### src/hdl/lba_pkg.sv
// shared types, constants and helpers of the latching band alarm
package lba_pkg;

  localparam int TRIP_STEPS  = 5;
  localparam int SAMPLE_BITS = 16;
  localparam int THRESH_BITS = 16;
  localparam int CMP_W       = (SAMPLE_BITS > THRESH_BITS) ? SAMPLE_BITS : THRESH_BITS;
  localparam int TIME_W      = 32;
  localparam int DUR_W       = 7;
  localparam int CFG_IDX_W   = 2;
  localparam int CFG_DATA_W  = 16;

  // trip pattern length, held within the eight entries of the table
  localparam logic [3:0] TRIP_LEN =
    4'((TRIP_STEPS < 1) ? 1 : ((TRIP_STEPS > 8) ? 8 : TRIP_STEPS));

  localparam logic [TIME_W-1:0] CHIRP_MS     = 32'd50;
  localparam logic [TIME_W-1:0] CHIRP_PERIOD = 32'd5000;
  localparam logic [TIME_W-1:0] FLASH_PERIOD = 32'd250;

  localparam logic [DUR_W-1:0] TRIP_TABLE [8] = '{
    7'd70, 7'd60, 7'd70, 7'd60, 7'd70, 7'd60, 7'd70, 7'd60
  };

  typedef enum logic [1:0] {
    FUNC_TICK    = 2'd0,
    FUNC_SAMPLE  = 2'd1,
    FUNC_DISMISS = 2'd2,
    FUNC_SPARE   = 2'd3
  } func_t;

  typedef enum logic [2:0] {
    EV_NONE         = 3'd0,
    EV_BREACH_HIGH  = 3'd1,
    EV_BREACH_LOW   = 3'd2,
    EV_BACK_IN_BAND = 3'd3,
    EV_DISMISSED    = 3'd4
  } event_t;

  typedef enum logic [CFG_IDX_W-1:0] {
    CFG_HIGH_THRESHOLD = 2'd0,
    CFG_LOW_THRESHOLD  = 2'd1,
    CFG_HIGH_ENABLE    = 2'd2,
    CFG_LOW_ENABLE     = 2'd3
  } cfg_index_t;

  typedef struct packed {
    logic signed [THRESH_BITS-1:0] high_threshold;
    logic signed [THRESH_BITS-1:0] low_threshold;
    logic                          high_enable;
    logic                          low_enable;
  } cfg_t;

  typedef struct packed {
    logic [1:0]                    func;
    logic [TIME_W-1:0]             now_ms;
    logic signed [SAMPLE_BITS-1:0] sample;
  } item_t;

  typedef struct packed {
    logic               latched;
    logic               trip_high;
    logic signed [15:0] trip_value;
    logic [2:0]         event_res;
    logic               flash_on;
    logic               buzzer_on;
  } result_t;

  // wrapping signed difference: deadline reached when now - deadline >= 0
  function automatic logic due(input logic [TIME_W-1:0] now, input logic [TIME_W-1:0] deadline);
    logic [TIME_W-1:0] diff;
    diff = now - deadline;
    return ~diff[TIME_W-1];
  endfunction

  function automatic logic [TIME_W-1:0] trip_dur(input logic [2:0] idx);
    return TIME_W'(TRIP_TABLE[idx]);
  endfunction

endpackage

### src/hdl/lba_in_if.sv
// input item channel of the latching band alarm
interface lba_in_if import lba_pkg::*; ();
  logic                          valid;
  logic                          ready;
  logic [1:0]                    func;
  logic [TIME_W-1:0]             now_ms;
  logic signed [SAMPLE_BITS-1:0] sample;

  modport source (output valid, output func, output now_ms, output sample, input ready);
  modport sink   (input valid, input func, input now_ms, input sample, output ready);
endinterface

### src/hdl/lba_out_if.sv
// result channel of the latching band alarm
interface lba_out_if import lba_pkg::*; ();
  logic               valid;
  logic               ready;
  logic               latched;
  logic               trip_high;
  logic signed [15:0] trip_value;
  logic [2:0]         event_res;
  logic               flash_on;
  logic               buzzer_on;

  modport source (output valid, output latched, output trip_high, output trip_value,
                  output event_res, output flash_on, output buzzer_on, input ready);
  modport sink   (input valid, input latched, input trip_high, input trip_value,
                  input event_res, input flash_on, input buzzer_on, output ready);
endinterface

### src/hdl/lba_cfg_regs.sv
// configuration register file of the latching band alarm
module lba_cfg_regs import lba_pkg::*; (
  input  logic                  clk,
  input  logic                  rst,
  input  logic                  cfg_we,
  input  logic [CFG_IDX_W-1:0]  cfg_index,
  input  logic [CFG_DATA_W-1:0] cfg_data,
  output cfg_t                  cfg
);

  always_ff @(posedge clk) begin
    if (rst) begin
      cfg.high_threshold <= 16'sh7FFF;
      cfg.low_threshold  <= 16'sh8000;
      cfg.high_enable    <= 1'b0;
      cfg.low_enable     <= 1'b0;
    end else if (cfg_we) begin
      case (cfg_index)
        CFG_HIGH_THRESHOLD: cfg.high_threshold <= cfg_data[THRESH_BITS-1:0];
        CFG_LOW_THRESHOLD:  cfg.low_threshold  <= cfg_data[THRESH_BITS-1:0];
        CFG_HIGH_ENABLE:    cfg.high_enable    <= cfg_data[0];
        CFG_LOW_ENABLE:     cfg.low_enable     <= cfg_data[0];
        default: ;
      endcase
    end
  end

endmodule

### src/hdl/lba_alarm.sv
// alarm state, flash and chirp timers, buzzer pattern player and result logic
module lba_alarm import lba_pkg::*; (
  input  logic    clk,
  input  logic    rst,
  input  logic    step,
  input  item_t   item,
  input  cfg_t    cfg,
  output result_t res
);

  logic              latch, latch_next;
  logic              tripped_high, tripped_high_next;
  logic [15:0]       tripped_value, tripped_value_next;
  logic              inside_band, inside_band_next;
  logic              flash_phase, flash_phase_next;
  logic [TIME_W-1:0] flash_deadline, flash_deadline_next;
  logic [TIME_W-1:0] chirp_deadline, chirp_deadline_next;
  logic              pattern_active, pattern_active_next;
  logic              pattern_is_chirp, pattern_is_chirp_next;
  logic [2:0]        pattern_step, pattern_step_next;
  logic [TIME_W-1:0] step_deadline, step_deadline_next;
  logic              drive_level, drive_level_next;
  logic [2:0]        ev;

  logic [3:0]              step_inc;
  logic [3:0]              pattern_len;
  logic signed [CMP_W-1:0] s_ext, hi_ext, lo_ext;
  logic                    over, under, breach;
  logic [TIME_W-1:0]       now;

  assign now         = item.now_ms;
  assign step_inc    = {1'b0, pattern_step} + 4'd1;
  assign pattern_len = pattern_is_chirp ? 4'd1 : TRIP_LEN;
  assign s_ext       = CMP_W'(item.sample);
  assign hi_ext      = CMP_W'(cfg.high_threshold);
  assign lo_ext      = CMP_W'(cfg.low_threshold);
  assign over        = cfg.high_enable && (s_ext > hi_ext);
  assign under       = cfg.low_enable && (s_ext < lo_ext);
  assign breach      = over || under;

  always_comb begin
    latch_next            = latch;
    tripped_high_next     = tripped_high;
    tripped_value_next    = tripped_value;
    inside_band_next      = inside_band;
    flash_phase_next      = flash_phase;
    flash_deadline_next   = flash_deadline;
    chirp_deadline_next   = chirp_deadline;
    pattern_active_next   = pattern_active;
    pattern_is_chirp_next = pattern_is_chirp;
    pattern_step_next     = pattern_step;
    step_deadline_next    = step_deadline;
    drive_level_next      = drive_level;
    ev                    = EV_NONE;

    if (item.func == FUNC_DISMISS) begin
      if (latch) begin
        latch_next          = 1'b0;
        flash_phase_next    = 1'b0;
        pattern_active_next = 1'b0;
        drive_level_next    = 1'b0;
        ev                  = EV_DISMISSED;
      end
    end else begin
      // player advances first
      if (pattern_active && due(now, step_deadline)) begin
        if (step_inc >= pattern_len) begin
          pattern_active_next = 1'b0;
          drive_level_next    = 1'b0;
        end else begin
          pattern_step_next  = step_inc[2:0];
          drive_level_next   = ~step_inc[0];
          step_deadline_next = now + (pattern_is_chirp ? CHIRP_MS : trip_dur(step_inc[2:0]));
        end
      end
      if (latch) begin
        if (due(now, flash_deadline)) begin
          flash_deadline_next = now + FLASH_PERIOD;
          flash_phase_next    = ~flash_phase;
        end
        // a due chirp abandons whatever pattern is playing
        if (due(now, chirp_deadline)) begin
          chirp_deadline_next   = now + CHIRP_PERIOD;
          pattern_active_next   = 1'b1;
          pattern_is_chirp_next = 1'b1;
          pattern_step_next     = 3'd0;
          drive_level_next      = 1'b1;
          step_deadline_next    = now + CHIRP_MS;
        end
      end
      if (item.func == FUNC_SAMPLE) begin
        if (breach && !latch) begin
          latch_next            = 1'b1;
          tripped_high_next     = over;
          tripped_value_next    = s_ext[15:0];
          inside_band_next      = 1'b0;
          flash_phase_next      = 1'b1;
          flash_deadline_next   = now + FLASH_PERIOD;
          chirp_deadline_next   = now + CHIRP_PERIOD;
          pattern_active_next   = 1'b1;
          pattern_is_chirp_next = 1'b0;
          pattern_step_next     = 3'd0;
          drive_level_next      = 1'b1;
          step_deadline_next    = now + trip_dur(3'd0);
          ev                    = over ? EV_BREACH_HIGH : EV_BREACH_LOW;
        end else if (breach) begin
          inside_band_next = 1'b0;
        end else if (!inside_band) begin
          inside_band_next = 1'b1;
          ev               = EV_BACK_IN_BAND;
        end
      end
    end
  end

  always_ff @(posedge clk) begin
    if (rst) begin
      latch            <= 1'b0;
      tripped_high     <= 1'b0;
      tripped_value    <= 16'd0;
      inside_band      <= 1'b1;
      flash_phase      <= 1'b0;
      flash_deadline   <= '0;
      chirp_deadline   <= '0;
      pattern_active   <= 1'b0;
      pattern_is_chirp <= 1'b0;
      pattern_step     <= 3'd0;
      step_deadline    <= '0;
      drive_level      <= 1'b0;
    end else if (step) begin
      latch            <= latch_next;
      tripped_high     <= tripped_high_next;
      tripped_value    <= tripped_value_next;
      inside_band      <= inside_band_next;
      flash_phase      <= flash_phase_next;
      flash_deadline   <= flash_deadline_next;
      chirp_deadline   <= chirp_deadline_next;
      pattern_active   <= pattern_active_next;
      pattern_is_chirp <= pattern_is_chirp_next;
      pattern_step     <= pattern_step_next;
      step_deadline    <= step_deadline_next;
      drive_level      <= drive_level_next;
    end
  end

  assign res.latched    = latch_next;
  assign res.trip_high  = tripped_high_next;
  assign res.trip_value = tripped_value_next;
  assign res.event_res  = ev;
  assign res.flash_on   = flash_phase_next;
  assign res.buzzer_on  = drive_level_next;

endmodule

### src/hdl/latching_band_alarm_unit.sv
// Latching band alarm: window comparator with latch, flash timer and buzzer player.
// Items enter on the valid/ready channel "items": func selects tick, tick with sample
// or dismiss; now_ms is the wrapping millisecond time stamp. Each item gives exactly
// one result transaction on "results": latch, last trip direction and value, event
// code, flash phase and buzzer level after that item.
// Thresholds and arm bits are written through cfg_we/cfg_index/cfg_data, one register
// per cycle, by the user only while no item is in flight; the block has no check for it.
// Each accepted item waits in the input register until it can advance; the alarm state
// then updates in the same cycle as the item moves from the input register into the
// result register. Throughput is one item per cycle while the receiver is ready.
// When the receiver stalls, the result register holds and the input register still
// takes one more transaction; ready drops only when both are full.
// Synchronous reset empties both registers, clears the alarm state (inside band set)
// and restores the thresholds to their full-scale values with both edges disarmed.
module latching_band_alarm_unit import lba_pkg::*; (
  input  logic                  clk,
  input  logic                  rst,
  lba_in_if.sink                items,
  lba_out_if.source             results,
  input  logic                  cfg_we,
  input  logic [CFG_IDX_W-1:0]  cfg_index,
  input  logic [CFG_DATA_W-1:0] cfg_data
);

  cfg_t    cfg;
  item_t   item_q;
  logic    in_valid_q;
  logic    advance;
  result_t res;
  result_t res_q;
  logic    out_valid;

  lba_cfg_regs u_cfg (
    .clk       (clk),
    .rst       (rst),
    .cfg_we    (cfg_we),
    .cfg_index (cfg_index),
    .cfg_data  (cfg_data),
    .cfg       (cfg)
  );

  lba_alarm u_alarm (
    .clk  (clk),
    .rst  (rst),
    .step (advance),
    .item (item_q),
    .cfg  (cfg),
    .res  (res)
  );

  assign advance     = in_valid_q && (!out_valid || results.ready);
  assign items.ready = !in_valid_q || advance;

  always_ff @(posedge clk) begin
    if (rst) begin
      in_valid_q <= 1'b0;
    end else if (items.ready) begin
      in_valid_q <= items.valid;
    end
  end

  always_ff @(posedge clk) begin
    if (items.ready && items.valid) begin
      item_q.func   <= items.func;
      item_q.now_ms <= items.now_ms;
      item_q.sample <= items.sample;
    end
  end

  always_ff @(posedge clk) begin
    if (rst) begin
      out_valid <= 1'b0;
    end else if (advance) begin
      out_valid <= 1'b1;
    end else if (results.ready) begin
      out_valid <= 1'b0;
    end
  end

  always_ff @(posedge clk) begin
    if (advance) begin
      res_q <= res;
    end
  end

  assign results.valid      = out_valid;
  assign results.latched    = res_q.latched;
  assign results.trip_high  = res_q.trip_high;
  assign results.trip_value = res_q.trip_value;
  assign results.event_res  = res_q.event_res;
  assign results.flash_on   = res_q.flash_on;
  assign results.buzzer_on  = res_q.buzzer_on;

endmodule

### src/flat_wrapper.sv
// flat-port wrapper written by rule: the top's interface ports become plain ports
module latching_band_alarm_unit_flat import lba_pkg::*;
  (clk, rst, cfg_we, cfg_index, cfg_data, items_valid, items_func, items_now_ms, items_sample, items_ready, results_valid, results_latched, results_trip_high, results_trip_value, results_event_res, results_flash_on, results_buzzer_on, results_ready);
  lba_in_if items_i ();
  lba_out_if results_i ();
  input  logic clk;
  input  logic rst;
  input  logic cfg_we;
  input  logic [CFG_IDX_W-1:0] cfg_index;
  input  logic [CFG_DATA_W-1:0] cfg_data;
  input wire logic [$bits(items_i.valid)-1:0] items_valid;
  input wire logic [$bits(items_i.func)-1:0] items_func;
  input wire logic [$bits(items_i.now_ms)-1:0] items_now_ms;
  input wire logic [$bits(items_i.sample)-1:0] items_sample;
  output wire logic [$bits(items_i.ready)-1:0] items_ready;
  output wire logic [$bits(results_i.valid)-1:0] results_valid;
  output wire logic [$bits(results_i.latched)-1:0] results_latched;
  output wire logic [$bits(results_i.trip_high)-1:0] results_trip_high;
  output wire logic [$bits(results_i.trip_value)-1:0] results_trip_value;
  output wire logic [$bits(results_i.event_res)-1:0] results_event_res;
  output wire logic [$bits(results_i.flash_on)-1:0] results_flash_on;
  output wire logic [$bits(results_i.buzzer_on)-1:0] results_buzzer_on;
  input wire logic [$bits(results_i.ready)-1:0] results_ready;
  assign items_i.valid = items_valid;
  assign items_i.func = items_func;
  assign items_i.now_ms = items_now_ms;
  assign items_i.sample = items_sample;
  assign items_ready = items_i.ready;
  assign results_valid = results_i.valid;
  assign results_latched = results_i.latched;
  assign results_trip_high = results_i.trip_high;
  assign results_trip_value = results_i.trip_value;
  assign results_event_res = results_i.event_res;
  assign results_flash_on = results_i.flash_on;
  assign results_buzzer_on = results_i.buzzer_on;
  assign results_i.ready = results_ready;
  latching_band_alarm_unit u_core (.clk(clk), .rst(rst), .items(items_i), .results(results_i), .cfg_we(cfg_we), .cfg_index(cfg_index), .cfg_data(cfg_data));
endmodule
### config.mk
export PLATFORM = sky130hd
export DESIGN_NAME = latching_band_alarm_unit_flat
export DESIGN_NICKNAME = d
export VERILOG_FILES = /design/src/hdl/lba_pkg.sv /design/src/hdl/lba_in_if.sv /design/src/hdl/lba_out_if.sv /design/src/hdl/lba_cfg_regs.sv /design/src/hdl/lba_alarm.sv /design/src/hdl/latching_band_alarm_unit.sv /design/src/flat_wrapper.sv
export SDC_FILE = /design/constraint.sdc
export NUM_CORES = 1
export LEC_CHECK = 0
export BUFFER_PORTS_ARGS = -buffer_cell sky130_fd_sc_hd__buf_2
export CAP_MARGIN = 20
export CORE_ASPECT_RATIO = 1.5
export CORE_MARGIN = 5
export CORE_UTILIZATION = 40
export DETAILED_ROUTE_END_ITERATION = 10
export PLACE_DENSITY = 0.63
export SLEW_MARGIN = 20
export SYNTH_ARGS = -nofsm -noshare
export SYNTH_HDL_FRONTEND = slang
export SYNTH_SLANG_ARGS = --single-unit
### constraint.sdc
create_clock -name clk -period 4.15 [get_ports clk]
set_clock_uncertainty 0.2 [all_clocks]
set_input_delay 0.415 -clock clk [delete_from_list [all_inputs] [get_ports clk]]
set_output_delay 0.415 -clock clk [all_outputs]
set_load 0.005 [all_outputs]
==> results of run 1 <==
-- worst paths after layout --
kind,start,end,slack [ns],depth (start not counted)
setup / recovery,u_core.item_q[15],u_core.u_alarm.step_deadline[1],0.31,10
hold reg to reg,u_core.u_alarm.tripped_value[7],u_core.u_alarm.tripped_value[7],0.25,2
setup reg to reg,u_core.item_q[15],u_core.u_alarm.step_deadline[1],0.31,10
hold / removal,cfg_index[1],u_core.u_cfg.cfg[0],0.09,4
-- logic make-up (layout without fill, tap and decap cells) --
kind of cell	Yosys count	in the layout	share of synthesized area
buffers and inverters	240	415	0.06640
AO/OA/AOI/OAI	395	395	0.1812
flip-flops	231	231	0.3676
AND/OR/NAND/NOR	561	561	0.1701
XOR/XNOR	120	120	0.07215
adder cells (fa/ha/maj)	135	135	0.1165
multiplexers	35	35	0.02611
-- per-stage QoR --
stage	cells	hold slack, ns	cell area [µm²]
6_report	2370	0.09018	17290
5_1_grt	2370	0.09702	17290
4_1_cts	2370	0.05860	17290
3_5_place_dp	2254	0.2416	15740
3_3_place_gp	2254	0.2348	15740
2_1_floorplan	1717	0.2250	14570
-- routing by layer --
metal  part of all wire  GRT usage  up-vias  wire [µm]
met5                  0          0        -          0
met4              0.060     0.1185        0       2629
met3              0.041    0.02254      133       1784
met2               0.51     0.3870      376      22090
met1               0.39     0.2348     6104      17190
li1                   -          -     6305          -
-- Yosys cell counts (3+ instances only) --
master    count
nand2_1     229
dfxtp_1     158
nor2_1      157
inv_1       141
ha_1        134
a21oi_1     125
edfxtp_1     73
xnor2_1      70
a211oi_1     67
o21ai_0      53
xor2_1       50
clkbuf_1     44
buf_2        37
nor3_1       36
nand3_1      33
nand4_1      31
a21o_1       28
o211ai_1     28
a31oi_1      17
mux2_2       17
mux2i_1      16
nand2b_1     15
buf_1        12
and3_1        9
nor2b_1       9
and2_1        8
or2_2         8
o21a_1        7
o22ai_1       6
o31ai_1       6
nor4_1        5
o221a_2       5
a221o_1       4
a311oi_1      4
o221ai_1      4
or3_1         4
a21boi_0      3
and4_1        3
buf_4         3
nor3b_1       3
o311ai_0      3
-- report_power, final --
group / total, mW / internal [mW] / switching (mW)
combinational: 0.715 / 0.301 / 0.414
sequential: 2.46 / 2.40 / 0.0583
clock: 2.38 / 1.41 / 0.974
total: 5.55 / 4.11 / 1.45
-- worst reg2reg max path: cells and delay by family, from the launching register on --
family	cells	cell delay [ns]
AOI/OAI and AO/OA	5	1.17
DFF	1	0.43
and+or+nand+nor	4	1.54
adders and majority gates	1	0.37
-- cell type report --
cell class	count	share of cell area
well taps	478	0.03460
inverters	142	0.03083
multi-input cells	1246	0.4794
flip-flops and latches	231	0.3098
repair buffers	225	0.09511
clock inverters	15	0.008758
clock buffers	33	0.04155
-- placed cells by master, fill, tap and decap left out, types with 5 or more instances in the layout --
cell type / netlist / routed
nand2_1: 229 / 229
dfxtp_1: 158 / 158
nor2_1: 157 / 157
inv_1: 141 / 141
ha_1: 134 / 134
a21oi_1: 125 / 125
buf_2: 37 / 96
edfxtp_1: 73 / 73
xnor2_1: 70 / 70
dlygate4sd3_1: 0 / 68
a211oi_1: 67 / 67
buf_4: 3 / 59
o21ai_0: 53 / 53
xor2_1: 50 / 50
nor3_1: 36 / 36
nand3_1: 33 / 33
nand4_1: 31 / 31
a21o_1: 28 / 28
o211ai_1: 28 / 28
clkbuf_16: 0 / 27
mux2_2: 17 / 17
a31oi_1: 17 / 16
mux2i_1: 16 / 16
nand2b_1: 15 / 15
nor2b_1: 9 / 9
and3_1: 9 / 9
or2_2: 8 / 8
o21a_1: 7 / 7
and2_1: 8 / 7
o22ai_1: 6 / 6
o31ai_1: 6 / 6
clkinv_2: 0 / 6
nor4_1: 5 / 5
clkinv_1: 1 / 5
o221a_2: 5 / 5
-- sequential cells by signal, summed over array words and instances (netlist names), 3 cells and up --
| register | cells |
|---|---|
| u_core.u_alarm.chirp_deadline | 32 |
| u_core.results.event_res | 3 |
| u_core.u_alarm.pattern_step | 3 |
| u_core.u_alarm.tripped_value | 16 |
| u_core.u_alarm.flash_deadline | 32 |
| u_core.u_cfg.cfg | 34 |
| u_core.u_alarm.step_deadline | 32 |
| u_core.item_q | 50 |
| u_core.results.trip_value | 16 |
==> results.ini, run 1 <==
[run_status]
status = finished clean

[sta]
rsz0062_at_grt = false
final-max-slew-violation-count = 0
max_freq_mhz = 260.7
setup_viol = 0
tightest_slew_ns = 0.9142
hold_viol = 0
timing.final.ws_setup_ns = 0.3142
fin_crit_ns = 3.836
slew_headroom = 0.3879
post-route-period-util = 0.9243
tns_ns = 0

[power]
powerDensity_nw_per_um2 = 321.2
total_power_mw = 5.552
leakage_nw = 6.410
irDropWorstVdd_uv = 324.2

[synthesis]
synth-seq-cells = 231
async_reset_ff_frac = 0
syn_nets = 1925
syn_area_um2 = 14570
synth_edf_count = 73
synth_top_area_cell = dfxtp_1
synth_ff_type = dfxtp_1
netlist_instances = 1717
synth.top_cell.area_share = 0.2171
synth-warning-count = 0
yosysSeqAreaShare = 0.3676
synth.avg_cell_area_um2 = 8.484
synth_area_leaders = dfxtp_1, edfxtp_1, ha_1
yosysUniqueCellTypes = 81

[floorplan]
ios = 98
fp.dieW_um = 165.8
die_y_um = 243.7
die-area_um2 = 40410
core-area_um2 = 35950
initial_core_util = 0.4052
row_count = 85

[global_route]
grt_max_degree = 69
track_usage = 0.2104
antenna_found_initial = 0
grt_pass1_vias = 12980
grt_pass1_wl_mm = 69.55
grt_overflow_total = 0

[clock_network]
cts_tree = built
cts_hold_buf = 68
cts.sinks = 231
cts_setup_buffers = 0
path_clk_slew_ns = 0.06
cts_buffers = 26
cts_resized = 0
root_buffer = clkbuf_16
htree_levels = 1
clock_path_buffers = 3
clock_latency_ns = 0.56

[finish]
num-fill-cells = 3551
layout.nets = 2080
seqCellArea_um2 = 5355
multi_input_area_um2 = 8287
drive_above_1_share = 0.1305
final_core_util = 0.4809
antenna_cells = 0
areaGrowthSynthToFinish_pct = 18.67

[detailed_routing]
drtAntennaViolNets = 0
drtPass1Iterations = 5
drt_iter0_markers = 748
totalWireLength_mm = 43.69
route.detailed.drc = 0
vias_per_cell = 5.451
vias = 12920
wire_per_inst_um = 18.44

[setup_path]
cp.arrival_ns = 4.07
cp_common_cell = nor4_1
path_buf_inv = 0
cp_top_family = simple AND/OR/NAND/NOR gates
required_ns = 4.38
critical_path_peak_fanout = 10
cpMaxStageDelayCell = nor4_1
criticalPathCategory = flop to flop
cpPeakStageDelay_ns = 0.53
endpoint_kind = flop
path_cells = ha_1, nand4_1, nor4_1, a211oi_1, a21o_1, a22oi_2, nand2_2, nor4_1, a21oi_1, o221a_2
crit_path_start_kind = flop

[job]
maxCapViolCount = 0

[placement]
portBuffers = 97
dp_hpwl_mm = 31.86
pre_cts_ws_ns = 0.3532
gp_congestion = 0.9444

[worst_hold_path]
hp-class = primary input to flop

Power figures use the tool's default switching activity.
==> run 2, diff against run 1 <==
Settings changed: CTS_CLUSTER_SIZE from default to 8, SETUP_SLACK_MARGIN from default to 0.4.
==> results.ini, run 2 (same netlist as run 1, synthesis figures left out) <==
[setup_path]
path_cells = ha_1, nand4_1, nor3_2, a22oi_1, o211ai_1, nand3_1, a31oi_4, buf_12, nand2_1, o221ai_1, a21oi_1, a2111oi_2  ; was ha_1, nand4_1, nor4_1, a211oi_1, a21o_1, a22oi_2, nand2_2, nor4_1, a21oi_1, o221a_2
cp_top_family = compound AO/OA/AOI/OAI gates  ; was simple AND/OR/NAND/NOR gates
criticalPathCategory = flop to flop  ; unchanged
required_ns = 4.38  ; about the same
crit_path_start_kind = flop  ; unchanged
cpMaxStageDelayCell = edfxtp_1  ; was nor4_1
critical_path_peak_fanout = 27  ; was 10
path_buf_inv = 1  ; was 0
cpPeakStageDelay_ns = 0.55  ; was 0.53 ns
cp.arrival_ns = 3.86  ; was 4.07 ns
endpoint_kind = flop  ; unchanged

[global_route]
grt_max_degree = 69  ; unchanged
grt_pass1_wl_mm = 69.92  ; was 69.55 mm
grt_pass1_vias = 12980  ; about the same
grt_overflow_total = 0  ; unchanged
antenna_found_initial = 0  ; unchanged
track_usage = 0.2127  ; was 0.2104

[floorplan]
row_count = 85  ; unchanged
fp.dieW_um = 165.8  ; unchanged
initial_core_util = 0.4052  ; unchanged
ios = 98  ; unchanged
die_y_um = 243.7  ; unchanged
core-area_um2 = 35950  ; unchanged
die-area_um2 = 40410  ; unchanged

[detailed_routing]
route.met3.wl_mm = 1.834  ; was 1.784 mm
route.detailed.drc = 0  ; unchanged
drt_iter0_markers = 837  ; was 748
vias = 13000  ; was 12920
vias_per_cell = 5.449  ; was 5.451
wl_met1_mm = 17.23  ; was 17.19 mm
top_layer = met4  ; unchanged
totalWireLength_mm = 44.08  ; was 43.69 mm
drtPass1Iterations = 6  ; was 5
wire_per_inst_um = 18.48  ; was 18.44 µm
drtAntennaViolNets = 0  ; unchanged
met2_length_mm = 22.36  ; was 22.09 mm

[sta]
hold_viol = 0  ; unchanged
tightest_slew_ns = 0.9076  ; was 0.9142 ns
slew_headroom = 0.3923  ; was 0.3879
final-max-slew-violation-count = 0  ; unchanged
tns_ns = 0  ; unchanged
setup_viol = 0  ; unchanged
post-route-period-util = 0.8736  ; was 0.9243
timing.final.ws_setup_ns = 0.5244  ; was 0.3142 ns
rsz0062_at_grt = true  ; was false
fin_crit_ns = 3.626  ; was 3.836 ns
max_freq_mhz = 275.8  ; was 260.7 MHz
hold_slack_ns = 0.1140  ; was 0.09018 ns

[clock_network]
cts.sinks = 231  ; unchanged
cts_tree = built  ; unchanged
path_clk_slew_ns = 0.05  ; was 0.06 ns
cts_buffers = 34  ; was 26
clock_latency_ns = 0.54  ; was 0.56 ns
root_buffer = clkbuf_16  ; unchanged
htree_levels = 2  ; was 1
clock_path_buffers = 3  ; unchanged

[power]
leakage_nw = 6.482  ; was 6.410 nW
pwr-share-comb = 0.125  ; was 0.129
cellInternalPower_mw = 4.239  ; was 4.106 mW
p_sw_frac = 0.2655  ; was 0.2605
powerDensity_nw_per_um2 = 330.0  ; was 321.2 nW/µm²
power_frac_clock = 0.448  ; was 0.429
p_switching_mw = 1.532  ; was 1.446 mW
total_power_mw = 5.772  ; was 5.552 mW
pwr-share-seq = 0.426  ; was 0.443
irDropWorstVdd_uv = 292.3  ; was 324.2 µV

[placement]
portBuffers = 97  ; unchanged
gp_congestion = 0.9444  ; unchanged
dp_hpwl_mm = 31.86  ; unchanged
pre_cts_ws_ns = 0.3532  ; unchanged

[finish]
areaGrowthSynthToFinish_pct = 20.08  ; was 18.67%
antenna_cells = 0  ; unchanged
drive_above_1_share = 0.1337  ; was 0.1305
regMostFlops = u_core.item_q  ; unchanged
num-fill-cells = 3533  ; was 3551
largest_reg_flops = 50  ; unchanged
final_cell_mix = nand2_1, dfxtp_1, nor2_1, inv_1, ha_1  ; unchanged
final_common_cell = nand2_1  ; unchanged
biggestRegsByFlops = u_core.item_q: 50 flops, u_core.u_cfg.cfg: 34 flops  ; unchanged
layout.nets = 2092  ; was 2080

[job]
maxCapViolCount = 0  ; unchanged

[worst_hold_path]
hp-class = primary input to flop  ; unchanged

[run_status]
status = finished clean  ; unchanged

[run 2: cell types whose count changed in the layout (fill, tap and decap cells not counted), moves of 2 or more]
cell,before,now
nor3_1,36,34
nor3_2,0,2
bufinv_16,3,0
inv_6,0,2
clkbuf_8,2,0
clkbuf_1,4,22
clkinv_2,6,0
clkbuf_16,27,34
a21oi_2,0,2
clkinv_1,5,1
a21oi_1,125,123
[run 2: worst min-delay path: cells and delay by family]
kind / cells / cell delay, ns
simple gates: 2 / 0.18
mux: 1 / 0.08
buf+inv: 1 / 0.12
[run 2: final timing paths]
kind | start | end | slack [ns] | cells after the start
max reg2reg | u_core.item_q[45] | u_core.u_alarm.step_deadline[15] | 0.52 | 12
min | cfg_index[1] | u_core.u_cfg.cfg[0] | 0.11 | 4
min reg2reg | u_core.u_alarm.chirp_deadline[13] | u_core.u_alarm.chirp_deadline[13] | 0.25 | 2
max | u_core.item_q[45] | u_core.u_alarm.step_deadline[15] | 0.52 | 12
[run 2: cell type report]
cell class | count | area [µm²] | area share
Clock buffer | 56 | 933.4 | 0.05336
Clock inverter | 3 | 33.78 | 0.001931
Inverter | 142 | 533.0 | 0.03047
Multi-Input combinational cell | 1246 | 8341 | 0.4768
Sequential cell | 231 | 5355 | 0.3062
Tap cell | 478 | 598.1 | 0.03419
Timing Repair Buffer | 229 | 1698 | 0.09707
[run 2: layer usage]
| metal | track usage | vias up |
|---|---|---|
| met2 | 0.3873 | 378 |
| met5 | 0 | - |
| li1 | - | 6339 |
| met3 | 0.02870 | 139 |
| met4 | 0.1187 | 0 |
| met1 | 0.2376 | 6141 |
[run 2: timing repair]
action                                 4_1_cts  5_1_grt
hold buffers                                68        0
buffers inserted                             0        4
resized for setup                            1       15
gates cloned                                 0        0
endpoints found under the hold margin       86        0
setup endpoints to repair                   10       87
pin swaps                                    0        4
[run 2: per-stage QoR]
step           std cells  utilization  area (µm²)
5_1_grt             2385       0.4866       17490
2_1_floorplan       1717            -       14570
3_5_place_dp        2254       0.4378       15740
3_3_place_gp        2254       0.4378       15740
6_report            2385       0.4866       17490
4_1_cts             2381       0.4837       17390
[run 2: power groups by stage]
stage	sequential, mW	clock, mW	combinational (mW)
final	2.46	2.59	0.723
after global routing	2.46	2.75	0.804
after CTS	2.46	2.65	0.715
after detailed placement	2.51	0	0.661
after global placement	2.51	0	0.645
after floorplan	2.48	0	0.441
